### config.mk
export PLATFORM = sky130hd
export DESIGN_NAME = sorted_priority_queue
export DESIGN_NICKNAME = d
export VERILOG_FILES = /design/src/rtl/core/spq_pkg.sv /design/src/rtl/core/sorted_priority_queue.sv /design/src/rtl/core/spq_ctrl.sv /design/src/rtl/core/spq_dpath.sv
export SDC_FILE = /design/constraint.sdc
export NUM_CORES = 1
export LEC_CHECK = 0
export BUFFER_PORTS_ARGS = -buffer_cell sky130_fd_sc_hd__clkbuf_2
export CAP_MARGIN = 0
export CORE_ASPECT_RATIO = 0.6
export CORE_MARGIN = 4
export CORE_UTILIZATION = 55
export DETAILED_ROUTE_END_ITERATION = 10
export GPL_ROUTABILITY_DRIVEN = 0
export PLACE_DENSITY = 0.72
export SLEW_MARGIN = 20
export SYNTH_ARGS = -nofsm -noshare
export SYNTH_HDL_FRONTEND = slang
export SYNTH_SLANG_ARGS = --single-unit
### constraint.sdc
create_clock -name clk -period 11.94 [get_ports clk]
set_clock_uncertainty 0.05 [all_clocks]
set_input_delay 3.582 -clock clk [delete_from_list [all_inputs] [get_ports clk]]
set_output_delay 3.582 -clock clk [all_outputs]
set_load 0.02 [all_outputs]
### src/rtl/core/spq_pkg.sv
// Shared types and codes for the sorted priority queue.
package spq_pkg;

  localparam logic [1:0] CMD_ENQUEUE = 2'd0;
  localparam logic [1:0] CMD_DEQUEUE = 2'd1;
  localparam logic [1:0] CMD_PEEK    = 2'd2;

  localparam logic [1:0] ST_OK    = 2'd0;
  localparam logic [1:0] ST_FULL  = 2'd1;
  localparam logic [1:0] ST_EMPTY = 2'd2;

  typedef struct packed {
    logic [1:0]  command;
    logic [31:0] payload;
    logic [7:0]  priority_req;
  } spq_in_t;

  typedef struct packed {
    logic [1:0]  status;
    logic [31:0] data_out;
    logic [3:0]  entry_count;
  } spq_out_t;

  typedef struct packed {
    logic capture;
    logic execute;
  } spq_ctrl_t;

endpackage

### src/rtl/core/sorted_priority_queue.sv
// Sorted priority queue, top level: controller plus entry datapath.
// Each command (enqueue, dequeue, peek) is captured on the edge where start
// is high and busy is low, and the whole entry row is updated in parallel on
// the next edge; for an enqueue every cell compares its priority against the
// new one. The result is shown for exactly one cycle with out_valid high,
// rising on the edge at which busy falls, and the receiver cannot stall it;
// a new start may be given in that same cycle. Entries of equal priority
// leave in arrival order. Stored entries are not cleared by reset; only the
// entry count is.
module sorted_priority_queue #(
  parameter int CAPACITY      = 8,
  parameter int PAYLOAD_BITS  = 32,
  parameter int PRIORITY_BITS = 8
) (
  input  logic              clk,
  input  logic              rst_n,
  input  logic              start,
  output logic              busy,
  input  spq_pkg::spq_in_t  in_data,
  output logic              out_valid,
  output spq_pkg::spq_out_t out_data
);
  import spq_pkg::*;

  spq_ctrl_t ctrl;

  spq_ctrl u_ctrl (
    .clk       (clk),
    .rst_n     (rst_n),
    .start     (start),
    .busy      (busy),
    .out_valid (out_valid),
    .ctrl      (ctrl)
  );

  spq_dpath #(
    .CAPACITY      (CAPACITY),
    .PAYLOAD_BITS  (PAYLOAD_BITS),
    .PRIORITY_BITS (PRIORITY_BITS)
  ) u_dpath (
    .clk      (clk),
    .rst_n    (rst_n),
    .ctrl     (ctrl),
    .in_data  (in_data),
    .out_data (out_data)
  );

endmodule

### src/rtl/core/spq_ctrl.sv
// Controller state machine: sequences capture and execute of one command.
module spq_ctrl (
  input  logic              clk,
  input  logic              rst_n,
  input  logic              start,
  output logic              busy,
  output logic              out_valid,
  output spq_pkg::spq_ctrl_t ctrl
);
  import spq_pkg::*;

  typedef enum logic {
    S_IDLE,
    S_EXEC
  } state_t;

  state_t state_r;
  logic   busy_r;
  logic   out_valid_r;

  always_ff @(posedge clk) begin
    if (!rst_n) begin
      state_r     <= S_IDLE;
      busy_r      <= 1'b0;
      out_valid_r <= 1'b0;
    end else begin
      unique case (state_r)
        S_IDLE: begin
          out_valid_r <= 1'b0;
          if (start) begin
            state_r <= S_EXEC;
            busy_r  <= 1'b1;
          end
        end
        S_EXEC: begin
          state_r     <= S_IDLE;
          busy_r      <= 1'b0;
          out_valid_r <= 1'b1;
        end
        default: begin
          state_r     <= S_IDLE;
          busy_r      <= 1'b0;
          out_valid_r <= 1'b0;
        end
      endcase
    end
  end

  assign busy         = busy_r;
  assign out_valid    = out_valid_r;
  assign ctrl.capture = (state_r == S_IDLE) && start;
  assign ctrl.execute = (state_r == S_EXEC);

endmodule

### src/rtl/core/spq_dpath.sv
// Datapath: sorted row of entry cells, entry count and result register.
module spq_dpath #(
  parameter int CAPACITY      = 8,
  parameter int PAYLOAD_BITS  = 32,
  parameter int PRIORITY_BITS = 8
) (
  input  logic               clk,
  input  logic               rst_n,
  input  spq_pkg::spq_ctrl_t ctrl,
  input  spq_pkg::spq_in_t   in_data,
  output spq_pkg::spq_out_t  out_data
);
  import spq_pkg::*;

  localparam int CNT_W = $clog2(CAPACITY + 1);

  logic [1:0]               cmd_r;
  logic [PAYLOAD_BITS-1:0]  pay_r;
  logic [PRIORITY_BITS-1:0] pri_r;

  logic [PAYLOAD_BITS-1:0]  cell_pay_r [CAPACITY];
  logic [PRIORITY_BITS-1:0] cell_pri_r [CAPACITY];
  logic [PAYLOAD_BITS-1:0]  cell_pay_nxt [CAPACITY];
  logic [PRIORITY_BITS-1:0] cell_pri_nxt [CAPACITY];
  logic [CAPACITY-1:0]      ge;

  logic [CNT_W-1:0] count_r;
  logic [CNT_W-1:0] count_nxt;
  logic [1:0]       status_nxt;
  logic [PAYLOAD_BITS-1:0] data_nxt;
  logic             full;
  logic             empty;

  logic [1:0]       status_r;
  logic [31:0]      data_out_r;
  logic [3:0]       count_out_r;

  logic [63:0] pay_wide;
  logic [63:0] pri_wide;
  logic [63:0] data_wide;
  logic [15:0] count_wide;

  // Input fields are zero-extended, then cut to the stored widths.
  assign pay_wide = {32'd0, in_data.payload};
  assign pri_wide = {56'd0, in_data.priority_req};

  always_ff @(posedge clk) begin
    if (ctrl.capture) begin
      cmd_r <= in_data.command;
      pay_r <= pay_wide[PAYLOAD_BITS-1:0];
      pri_r <= pri_wide[PRIORITY_BITS-1:0];
    end
  end

  assign full  = (count_r == CNT_W'(CAPACITY));
  assign empty = (count_r == '0);

  // Cells at or ahead of a valid entry with equal or higher priority stay;
  // the list is sorted, so these cells form a prefix.
  always_comb begin
    for (int k = 0; k < CAPACITY; k++) begin
      ge[k] = (CNT_W'(k) < count_r) && (cell_pri_r[k] >= pri_r);
    end
  end

  always_comb begin
    count_nxt  = count_r;
    status_nxt = ST_OK;
    data_nxt   = '0;
    for (int k = 0; k < CAPACITY; k++) begin
      cell_pay_nxt[k] = cell_pay_r[k];
      cell_pri_nxt[k] = cell_pri_r[k];
    end
    unique case (cmd_r)
      CMD_ENQUEUE: begin
        if (full) begin
          status_nxt = ST_FULL;
        end else begin
          count_nxt = count_r + CNT_W'(1);
          for (int k = 0; k < CAPACITY; k++) begin
            if (!ge[k]) begin
              if (k == 0 || ge[(k == 0) ? 0 : k - 1]) begin
                cell_pay_nxt[k] = pay_r;
                cell_pri_nxt[k] = pri_r;
              end else begin
                cell_pay_nxt[k] = cell_pay_r[(k == 0) ? 0 : k - 1];
                cell_pri_nxt[k] = cell_pri_r[(k == 0) ? 0 : k - 1];
              end
            end
          end
        end
      end
      CMD_DEQUEUE, CMD_PEEK: begin
        if (empty) begin
          status_nxt = ST_EMPTY;
        end else begin
          data_nxt = cell_pay_r[0];
          if (cmd_r == CMD_DEQUEUE) begin
            count_nxt = count_r - CNT_W'(1);
            for (int k = 0; k < CAPACITY - 1; k++) begin
              cell_pay_nxt[k] = cell_pay_r[k + 1];
              cell_pri_nxt[k] = cell_pri_r[k + 1];
            end
          end
        end
      end
      default: begin
        status_nxt = ST_OK;
      end
    endcase
  end

  assign data_wide  = 64'(data_nxt);
  assign count_wide = 16'(count_nxt);

  always_ff @(posedge clk) begin
    if (ctrl.execute) begin
      for (int k = 0; k < CAPACITY; k++) begin
        cell_pay_r[k] <= cell_pay_nxt[k];
        cell_pri_r[k] <= cell_pri_nxt[k];
      end
      status_r    <= status_nxt;
      data_out_r  <= data_wide[31:0];
      count_out_r <= count_wide[3:0];
    end
  end

  always_ff @(posedge clk) begin
    if (!rst_n) begin
      count_r <= '0;
    end else if (ctrl.execute) begin
      count_r <= count_nxt;
    end
  end

  assign out_data.status      = status_r;
  assign out_data.data_out    = data_out_r;
  assign out_data.entry_count = count_out_r;

endmodule

== After elaboration in Yosys (flattened, before gate mapping) ==
Memory sizes are Yosys's and may differ from the RTL's.
Cells that the tools add are included.

* Bits in registers: 87
* Bits in writable memories: 320
* Input bits: 45
* Logic and storage cells: 103
* Memories kept: 2

{| class="wikitable"
|+ Memories
! name !! words !! width !! rd ports !! clocked after Yosys merged registers in !! write ports !! line !! RTL
|-
| u_dpath.cell_pay_r || 8 || 32 || 8 || 0 || 8 || spq_dpath.sv:21 || <nowiki>logic [PAYLOAD_BITS-1:0] cell_pay_r [CAPACITY];</nowiki>
|-
| u_dpath.cell_pri_r || 8 || 8 || 8 || 0 || 8 || spq_dpath.sv:22 || <nowiki>logic [PRIORITY_BITS-1:0] cell_pri_r [CAPACITY];</nowiki>
|}

* Add/subtract/negate cells: 2
* $lt $le $gt $ge: 16
* Eq/ne operators: 4
* Muxes and demuxes: 54
* Bitwise logic cells: 2
* Reduce and logical (&&, ||, !) cells: 13

{| class="wikitable"
|+ Operators with widths
! cell !! number
|-
| 32-bit 2-to-1 mux || 16
|-
| 224-bit 2-to-1 mux || 2
|-
| 224-bit one-hot mux with 2 select lines || 1
|-
| 256-bit 2-to-1 mux || 1
|-
| 8-bit 2-to-1 mux || 16
|-
| 56-bit 2-to-1 mux || 2
|-
| 56-bit one-hot mux with 2 select lines || 1
|-
| 8-bit >= comparator || 8
|-
| 64-bit 2-to-1 mux || 1
|-
| 3-bit by 4-bit less-than comparator with 1-bit output (first input constant) || 4
|-
| 4-bit 2-to-1 mux || 3
|-
| 1-bit logical AND || 9
|-
| 1-bit by 4-bit less-than comparator with 1-bit output (first input constant) || 2
|-
| 2-bit by 4-bit less-than comparator with 1-bit output (first input constant) || 2
|-
| 4-bit one-hot mux with 2 select lines || 1
|-
| 1-bit one-hot mux with 2 select lines || 3
|-
| 1-bit 2-to-1 mux || 5
|-
| 4-bit by 1-bit adder with 4-bit output (second input constant) || 1
|-
| 4-bit == test (second input constant) || 1
|-
| 4-bit zero test || 1
|-
| 2-bit one-hot mux with 2 select lines || 1
|-
| 2-bit OR reduction || 2
|-
| 4-bit by 1-bit subtractor with 4-bit output (second input constant) || 1
|-
| 2-bit by 1-bit == test with 1-bit output (second input constant) || 1
|-
| other kinds (5) || 6
|}

== Depth between registers and ports, before layout ==
Gate-level depths: netlist of the first run.
An unclocked memory read counts as a cell.

* Word-level depth: 7
* Depth in mapped cells: 9
* Mapped depth without buffers: 7

== Hierarchy ==
Synthesis of the first run repeated with hierarchy kept, for this count alone.

* Cells, all modules: 1,736
* Area total of the unflattened synthesis: 21,508.1 µm²

{| class="wikitable"
|+ By module, submodules not included
! module !! instances !! cells each !! area each (µm²) !! sequential area each (µm²)
|-
| spq_dpath || 1 || 1,727 || 21,401.8 || 12,091.6
|-
| spq_ctrl || 1 || 9 || 106.4 || 60.1
|}

== Worst setup path after synthesis of the first run ==
OpenSTA, ideal clock, no wires.

* Path type: input-to-reg
* Start point: input start
* End point: register u_dpath.cmd_r[0], enable pin
* Setup time: 0.446 ns
* Data arrival time: 5.457 ns
* Slack: 5.987 ns
* Stages on the path: 1
* Buffers on the path: 0
* Cell sequence: nor2b_1

* Longest elaborated chain between the ends: 1

{| class="wikitable"
|+ RTL lines
! element !! line !! RTL
|-
| start: declaration || sorted_priority_queue.sv:17 || <nowiki>input logic start,</nowiki>
|-
| 1-bit logical AND || spq_ctrl.sv:51 || <nowiki>assign ctrl.capture = (state_r == S_IDLE) && start;</nowiki>
|-
| end signal: assignment || spq_dpath.sv:49 || <nowiki>cmd_r <= in_data.command;</nowiki>
|-
| end: declaration || spq_dpath.sv:17 || <nowiki>logic [1:0] cmd_r;</nowiki>
|}

No other way between the ends.
A chain may end at the register's enable or synchronous reset.

== Worst setup path after layout of the first run ==
* Start point: register u_dpath.data_out_r[11]
* End point: output out_data[15] (netlist bit)

{| class="wikitable"
|+ RTL lines
! element !! line !! RTL
|-
| start: declaration || spq_dpath.sv:35 || <nowiki>logic [31:0] data_out_r;</nowiki>
|-
| start signal: assignment || spq_dpath.sv:123 || <nowiki>data_out_r <= data_wide[31:0];</nowiki>
|-
| end: declaration || sorted_priority_queue.sv:21 || <nowiki>output spq_pkg::spq_out_t out_data</nowiki>
|}

No word-level cell between the ends.

==> results of run 1 <==
-- layout by cell type (no fill, tap or decap), types with 8 or more instances in the layout --
master	instances
nand2_1	374
mux2_1	8
nand3_1	8
mux2_2	32
mux2i_1	39
clkinv_1	9
and3_1	33
o21ai_1	40
ha_1	70
inv_1	30
clkbuf_2	84
clkbuf_16	40
a21oi_4	11
a21oi_1	28
nand4_1	8
o211ai_1	400
nand2b_1	10
buf_4	31
clkbuf_1	8
o21ai_0	17
edfxtp_1	400
-- sequential cells by signal, summed over array words and instances (netlist names) --
| register | flops |
|---|---|
| u_ctrl.busy | 1 |
| u_ctrl.state_r | 1 |
| u_dpath.cell_pay_r | 256 |
| u_dpath.count_out_r | 4 |
| u_dpath.pri_r | 8 |
| u_ctrl.out_valid | 1 |
| u_dpath.status_r | 2 |
| u_dpath.count_r | 4 |
| u_dpath.cell_pri_r | 64 |
| u_dpath.pay_r | 32 |
| u_dpath.cmd_r | 2 |
| u_dpath.data_out_r | 32 |
-- logic make-up (layout without fill, tap and decap cells) --
kind of cell | count (synthesis) | count (layout)
AOI/OAI and AO/OA | 526 | 526
buffers and inverters | 178 | 218
DFF | 407 | 407
xor gates and xnor gates | 1 | 1
muxes | 79 | 79
adders and majority gates | 71 | 71
and+or+nand+nor | 465 | 465
-- worst paths after layout --
| kind | from | to | slack [ps] | cells past startpoint |
|---|---|---|---|---|
| worst max-delay path | u_dpath.data_out_r[11] | out_data[15] | 7210 | 1 |
| worst min-delay path | u_ctrl.busy | u_ctrl.busy | 460 | 1 |
| worst max register to register | u_dpath.pri_r[0] | u_dpath.cell_pri_r[1][15] | 7640 | 8 |
| worst min register to register | u_ctrl.busy | u_ctrl.busy | 460 | 1 |
-- per-layer routing --
layer	vias to the layer above	track usage (%)	share of wire [%]
li1	6687	-	-
met1	7427	42.2	43
met3	105	7.77	13
met2	1034	40.8	42
met5	-	0	0
met4	0	7.89	2.3
-- final cells by class --
type	instances	area [um2]	share of cell area (%)
Timing Repair Buffer	117	693	3.08
Sequential cell	407	12200	53.9
Inverter	30	113	0.500
Multi-Input combinational cell	1142	7670	34.0
Clock inverter	22	264	1.17
Tap cell	476	596	2.64
Clock buffer	49	1040	4.64
-- power by group --
part           internal [mW]  switching, mW
Combinational          0.145          0.357
Sequential              1.66         0.0369
Clock                  0.753          0.552
Total                   2.56          0.946
==> key figures, run 1 <==
Placement
  – Count of input and output buffers: 84
  – Post-DP Area: 21200 um2
  – Post-placement cell count: 2172
  – Detailed Place HPWL: ~32000 um
  – Pre-CTS setup slack: 7070 ps

Yosys
  – Post-synth top flop: edfxtp_1
  – Post-synthesis xor/xnor area fraction: less than 1%
  – Post-Syn Instances: 1727
  – Number of synthesized flops with an enable pin: 400
  – Synth Area in Compound Gates: 18.6%
  – Fraction of synthesized area in multiplexers: 4.12%
  – Synth top area cells: edfxtp_1, o211ai_1, nand2_1, ha_1, mux2i_1
  – Syn_nets: roughly 1800
  – Synth Register Bits: 407
  – Ys async rst share: 0%
  – Cell Area, Synth: 20400 um2
  – Post-synthesis average cell area: 11.8 um2
  – Synth warn: 0
  – Synth top area share: a little under 60%
  – Synth area leader: edfxtp_1
  – Seq/Total Area, Yosys: 59.6%
  – Most instantiated cells after synthesis: edfxtp_1, o211ai_1, nand2_1
  – Simple-gate share of the synthesized area: under 10%
  – Post-synth cell types: 51
  – Synth Area in Adders: between 4 and 5%
  – Largest family of logic cells by synthesized area: compound AO/OA/AOI/OAI gates

Cells and area
  – Layout cells sized above 1: a little over an eighth
  – N_diodes: 0
  – Finished Cell Area: approximately 23000 um2
  – # fillers: ~2800
  – Fin cells: between 2000 and 2500
  – Fin util: between 60% and 70%
  – Area growth syn-to-layout: 10.5%
  – Nets: 1853

Critical path
  – Arrival @ worst endpoint: 1100 ps
  – Worst Path Buf+Inv: 1
  – Data required, critical path: a little over 8000 ps
  – Worst setup SP type: register
  – Critical path, cell by cell: clkbuf_2
  – Kind of critical path: reg -> out
  – Slowest cell on crit path: edfxtp_1
  – Worst path max stage delay: 370 ps
  – Top delay family on crit path: flip-flops
  – CP endpoint kind: output port
  – CP max FO: 1

STA
  – Final Hold Vio Count: 0
  – Slack of the critical path: 7210 ps
  – TNS Setup: 0 ps
  – Final worst path period need: 4730 ps
  – Final setup violation count: 0
  – Period Utilization, post-route: 39.6%
  – Peak Freq: 211 MHz
  – RSZ-0062 raised after global routing: false
  – Final hold slack: 465 ps
  – Worst-margin pin slew: between 1000 and 1500 ps
  – Worst slew margin: 21.0%
  – Pins over their slew limit: 0

Floorplanning
  – Chip height: around 160 um
  – Core area: 36500 um2
  – Die X: 257 um
  – Top Ports: 85
  – Die area: between 40000 and 50000 um2
  – Initial core utilization: roughly 56%
  – FP Rows: 54

Detailed routing
  – Post-DRT Antenna Nets: 0
  – Vias post-DR: between 15000 and 20000
  – DR WL/cell: around 26 um
  – Routed wire length: 58600 um
  – First DRT Iteration DRCs: 1997
  – DRC Markers: 0
  – Number of vias per cell: 6.80
  – Pre-antenna DRT Iters: 6

Worst hold path
  – Class of the worst hold path: reg -> reg

Power and ir drop
  – Lkg Pwr: between 7 and 8 nW
  – Design Power: 3.50 mW
  – VDD IR-drop max: 0.120 mV
  – Power density cells: around 160 nW/um2

Clock tree
  – Post-CTS setup buffers: 0
  – Clock transition at the registers of the reported paths: 60 ps
  – CTS tree: built
  – Hold Buf Count CTS: 0
  – Clock buffer count from CTS: 39
  – CTS HTree Levels: 2
  – Post-CTS sizing: 0
  – Clock Sink Count: 407
  – Worst-Skew Late Latency: 550 ps
  – Clk root buf: clkbuf_16
  – Clock buffer depth: 3

Global routing
  – Initial antenna violation count: 0
  – Largest net degree at the start of global routing: 254
  – GR Util All Layers: 28.2%
  – First-pass GRT wire length: around 88000 um
  – Vias in the first global route: 14500
  – Congestion Overflow GR: 0

Run
  – Total of max-cap violations: 0

Status
  – Status: finished clean
No activity file was read; power rests on OpenSTA's default activity.
==> inputs of run 2 (changes only) <==
--- a/config.mk
+++ b/config.mk
@@ -5,6 +5,7 @@
 export SDC_FILE = /design/constraint.sdc
 export NUM_CORES = 1
 export LEC_CHECK = 0
+export ABC_AREA = 1
 export BUFFER_PORTS_ARGS = -buffer_cell sky130_fd_sc_hd__clkbuf_2
 export CAP_MARGIN = 0
 export CORE_ASPECT_RATIO = 0.6
==> constraint.sdc (replaced) <==
create_clock -name clk -period 4.4 [get_ports clk]
set_clock_uncertainty 0.05 [all_clocks]
set_input_delay 1.32 -clock clk [delete_from_list [all_inputs] [get_ports clk]]
set_output_delay 1.32 -clock clk [all_outputs]
set_load 0.02 [all_outputs]
==> key figures, run 2 <==
Power and ir drop
  – Power density cells: 376 nW/um2 (+140%)
  – Lkg Pwr: 11.2 nW (+45%)
  – Design Power: 8.96 mW (+160%)
  – VDD IR-drop max: 0.268 mV (+120%)

Cells and area
  – Nets: 2687 (+45%)
  – Fin util: 60.8% (-0.99 points)
  – Layout cells sized above 1: 7.47% (-5.6 points)
  – Max reg flops: 256 (unchanged)
  – Area growth syn-to-layout: 8.73%
  – Top Registers: u_dpath.cell_pay_r x256, u_dpath.cell_pri_r x64
  – N_diodes: 0 (unchanged)
  – Largest Register: u_dpath.cell_pay_r
  – Commonest non-fill, non-tap cell in the layout: nand2_1
  – Most frequent cells in the layout: nand2_1, nand3_1, edfxtp_1, inv_1, clkbuf_2

STA
  – RSZ-0062 raised after global routing: false
  – Peak Freq: 309 MHz
  – Slack of the critical path: 1160 ps (-6050 ps)
  – Final worst path period need: 3240 ps
  – Worst slew margin: 16.1% (-4.9 points)
  – Final hold slack: 451 ps (-13.2 ps)
  – Period Utilization, post-route: about three quarters
  – Final Hold Vio Count: 0 (unchanged)
  – Pins over their slew limit: 0 (unchanged)
  – Worst-margin pin slew: 1260 ps (+73.5 ps)
  – Final setup violation count: 0 (unchanged)
  – TNS Setup: 0 ps (unchanged)

Yosys
  – Synth area leader: edfxtp_1
  – Cell Area, Synth: 21900 um2 (+7.4%)
  – Post-synth top flop: edfxtp_1
  – Seq/Total Area, Yosys: 55.5% (-4.1 points)
  – Synth top area share: 54.9% (-4.0 points)
  – Number of synthesized flops with an enable pin: 400 (unchanged)
  – Synth warn: 0 (unchanged)
  – Post-Syn Instances: 2558 (+48%)
  – Most instantiated cells after synthesis: nand2_1, nand3_1, edfxtp_1
  – Ys async rst share: 0% (unchanged)
  – Cell with the most instances after synthesis: nand2_1
  – Post-synth cell types: 32 (-37%)
  – Post-synthesis average cell area: 8.56 um2 (-28%)
  – Synth top area cells: edfxtp_1, nand2_1, nand3_1, inv_1, ha_1
  – Synth Register Bits: 407 (unchanged)
  – Syn_nets: 2674 (+45%)

Detailed routing
  – Routed wire length: 58100 um (-0.96%)
  – First DRT Iteration DRCs: 3325 (+66%)
  – DRC Markers: 0 (unchanged)
  – Pre-antenna DRT Iters: 6 (unchanged)
  – Number of vias per cell: 5.69 (-16%)
  – Vias post-DR: 17700 (+16%)
  – Post-DRT Antenna Nets: 0 (unchanged)
  – DR WL/cell: 18.6 um (-29%)

Global routing
  – GR Util All Layers: 26.3% (-1.9 points)
  – Congestion Overflow GR: 0 (unchanged)
  – First-pass GRT wire length: 89800 um (+1.9%)
  – Vias in the first global route: 15500 (+7.2%)
  – Initial antenna violation count: 0 (unchanged)
  – Largest net degree at the start of global routing: 241 (-5.1%)

Clock tree
  – Worst-Skew Late Latency: 550 ps (about the same)
  – Clock Sink Count: 407 (unchanged)
  – CTS HTree Levels: 2 (unchanged)
  – Post-CTS setup buffers: 0 (unchanged)
  – Clk root buf: clkbuf_16
  – Hold Buf Count CTS: 0 (unchanged)
  – Clock buffer depth: 3 (unchanged)
  – CTS tree: built
  – Post-CTS sizing: 0 (unchanged)
  – Clock buffer count from CTS: 39 (unchanged)
  – Clock transition at the registers of the reported paths: 60 ps (about the same)

Floorplanning
  – Die area: 43200 um2 (+7.1%)
  – Initial core utilization: 55.9% (about the same)
  – Die X: 266 um (+3.5%)
  – Top Ports: 85 (unchanged)
  – Core area: 39200 um2 (+7.4%)
  – FP Rows: 56 (+3.7%)
  – Chip height: 163 um (+3.4%)

Worst hold path
  – Class of the worst hold path: reg -> reg

Critical path
  – CP endpoint kind: register
  – Crit Reg-Reg Startpoint: u_dpath.pri_r[7]
  – Worst R2R Setup Slack: 1160 ps (-6480 ps)
  – CP max FO: 41 (+40)
  – Critical path, cell by cell: clkinv_1 > ha_1 > nand2_1 > inv_1 > nor2_1 > o21a_1 > nand2_1 > buf_4 > nand2_1 > o21ai_1 > inv_1 > buf_4
  – Slowest cell on crit path: ha_1
  – Worst path max stage delay: 470 ps (+100 ps)
  – Top delay family on crit path: buffers and inverters
  – Data required, critical path: 4550 ps (-3760 ps)
  – Worst R2R Path Depth: 12 (+4)
  – RR Endpoint: u_dpath.cell_pay_r[0][34]
  – Critical path's most frequent cell: nand2_1
  – Critical Path End: u_dpath.cell_pay_r[0][34]
  – Worst setup SP type: register
  – WP depth: 12 (+11)
  – Worst Path Buf+Inv: 5 (+4)
  – Arrival @ worst endpoint: 3390 ps (+2290 ps)
  – Kind of critical path: reg -> reg
  – Worst Setup SP: u_dpath.pri_r[7]

Status
  – Status: finished clean

Placement
  – Pre-CTS setup slack: 1220 ps (-5850 ps)
  – Detailed Place HPWL: 40100 um (+24%)
  – Count of input and output buffers: 84 (unchanged)

Run
  – Total of max-cap violations: 0 (unchanged)
-- run 2: power by group --
group | switching, mW | total [mW] | internal, mW
logic | 0.865 | 1.19 | 0.324
clock network | 1.44 | 3.22 | 1.78
registers | 0.0849 | 4.55 | 4.47
-- run 2: kinds of logic after synthesis --
kind of cell	count (synthesis)	synth area share (%)
AND/OR/NAND/NOR	1501	29.0
XOR/XNOR	1	0.0400
flip-flops	407	55.5
buffers and inverters	486	8.87
adder cells (fa/ha/maj)	71	4.06
AO/OA/AOI/OAI	92	2.54
-- run 2: per-layer routing --
layer | global-route usage, % | vias to the layer above | share of wire, % | wire length [um]
li1 | - | 8419 | - | -
met1 | 47.5 | 7995 | 48 | 27900
met2 | 29.8 | 1281 | 34 | 19600
met3 | 7.55 | 54 | 17 | 9980
met4 | 3.60 | 0 | 1.0 | 578
met5 | 0 | - | 0 | 0
-- run 2: worst min-delay path by stage --
| stage | slack, ps | depth (start not counted) | end | startpoint |
|---|---|---|---|---|
| after floorplan | 440 | 2 | u_dpath.cell_pay_r[1][64] | u_dpath.cell_pay_r[1][96] |
| after global routing | 480 | 2 | u_dpath.cell_pay_r[1][84] | u_dpath.cell_pay_r[1][116] |
| final | 450 | 1 | u_ctrl.busy | u_ctrl.busy |
| after global placement | 400 | 1 | u_ctrl.busy | u_ctrl.busy |
| after CTS | 460 | 1 | u_ctrl.busy | u_ctrl.busy |
| after detailed placement | 440 | 1 | u_ctrl.busy | u_ctrl.busy |
-- run 2: stage by stage --
stage | area, um2 | cells
5_1_grt | 23800 | 3119
6_report | 23800 | 3119
3_5_place_dp | 22600 | 3052
4_1_cts | 23800 | 3119
3_3_place_gp | 22600 | 3052
2_1_floorplan | 21900 | 2558
-- run 2: area by class of cell --
class / count / area [um2]
Tap cell: 522 / 653
Multi-Input combinational cell: 1665 / 7830
Clock buffer: 53 / 1080
Inverter: 335 / 1260
Timing Repair Buffer: 123 / 738
Fill cell: 3371 / 15400
Clock inverter: 14 / 91.3
Sequential cell: 407 / 12200
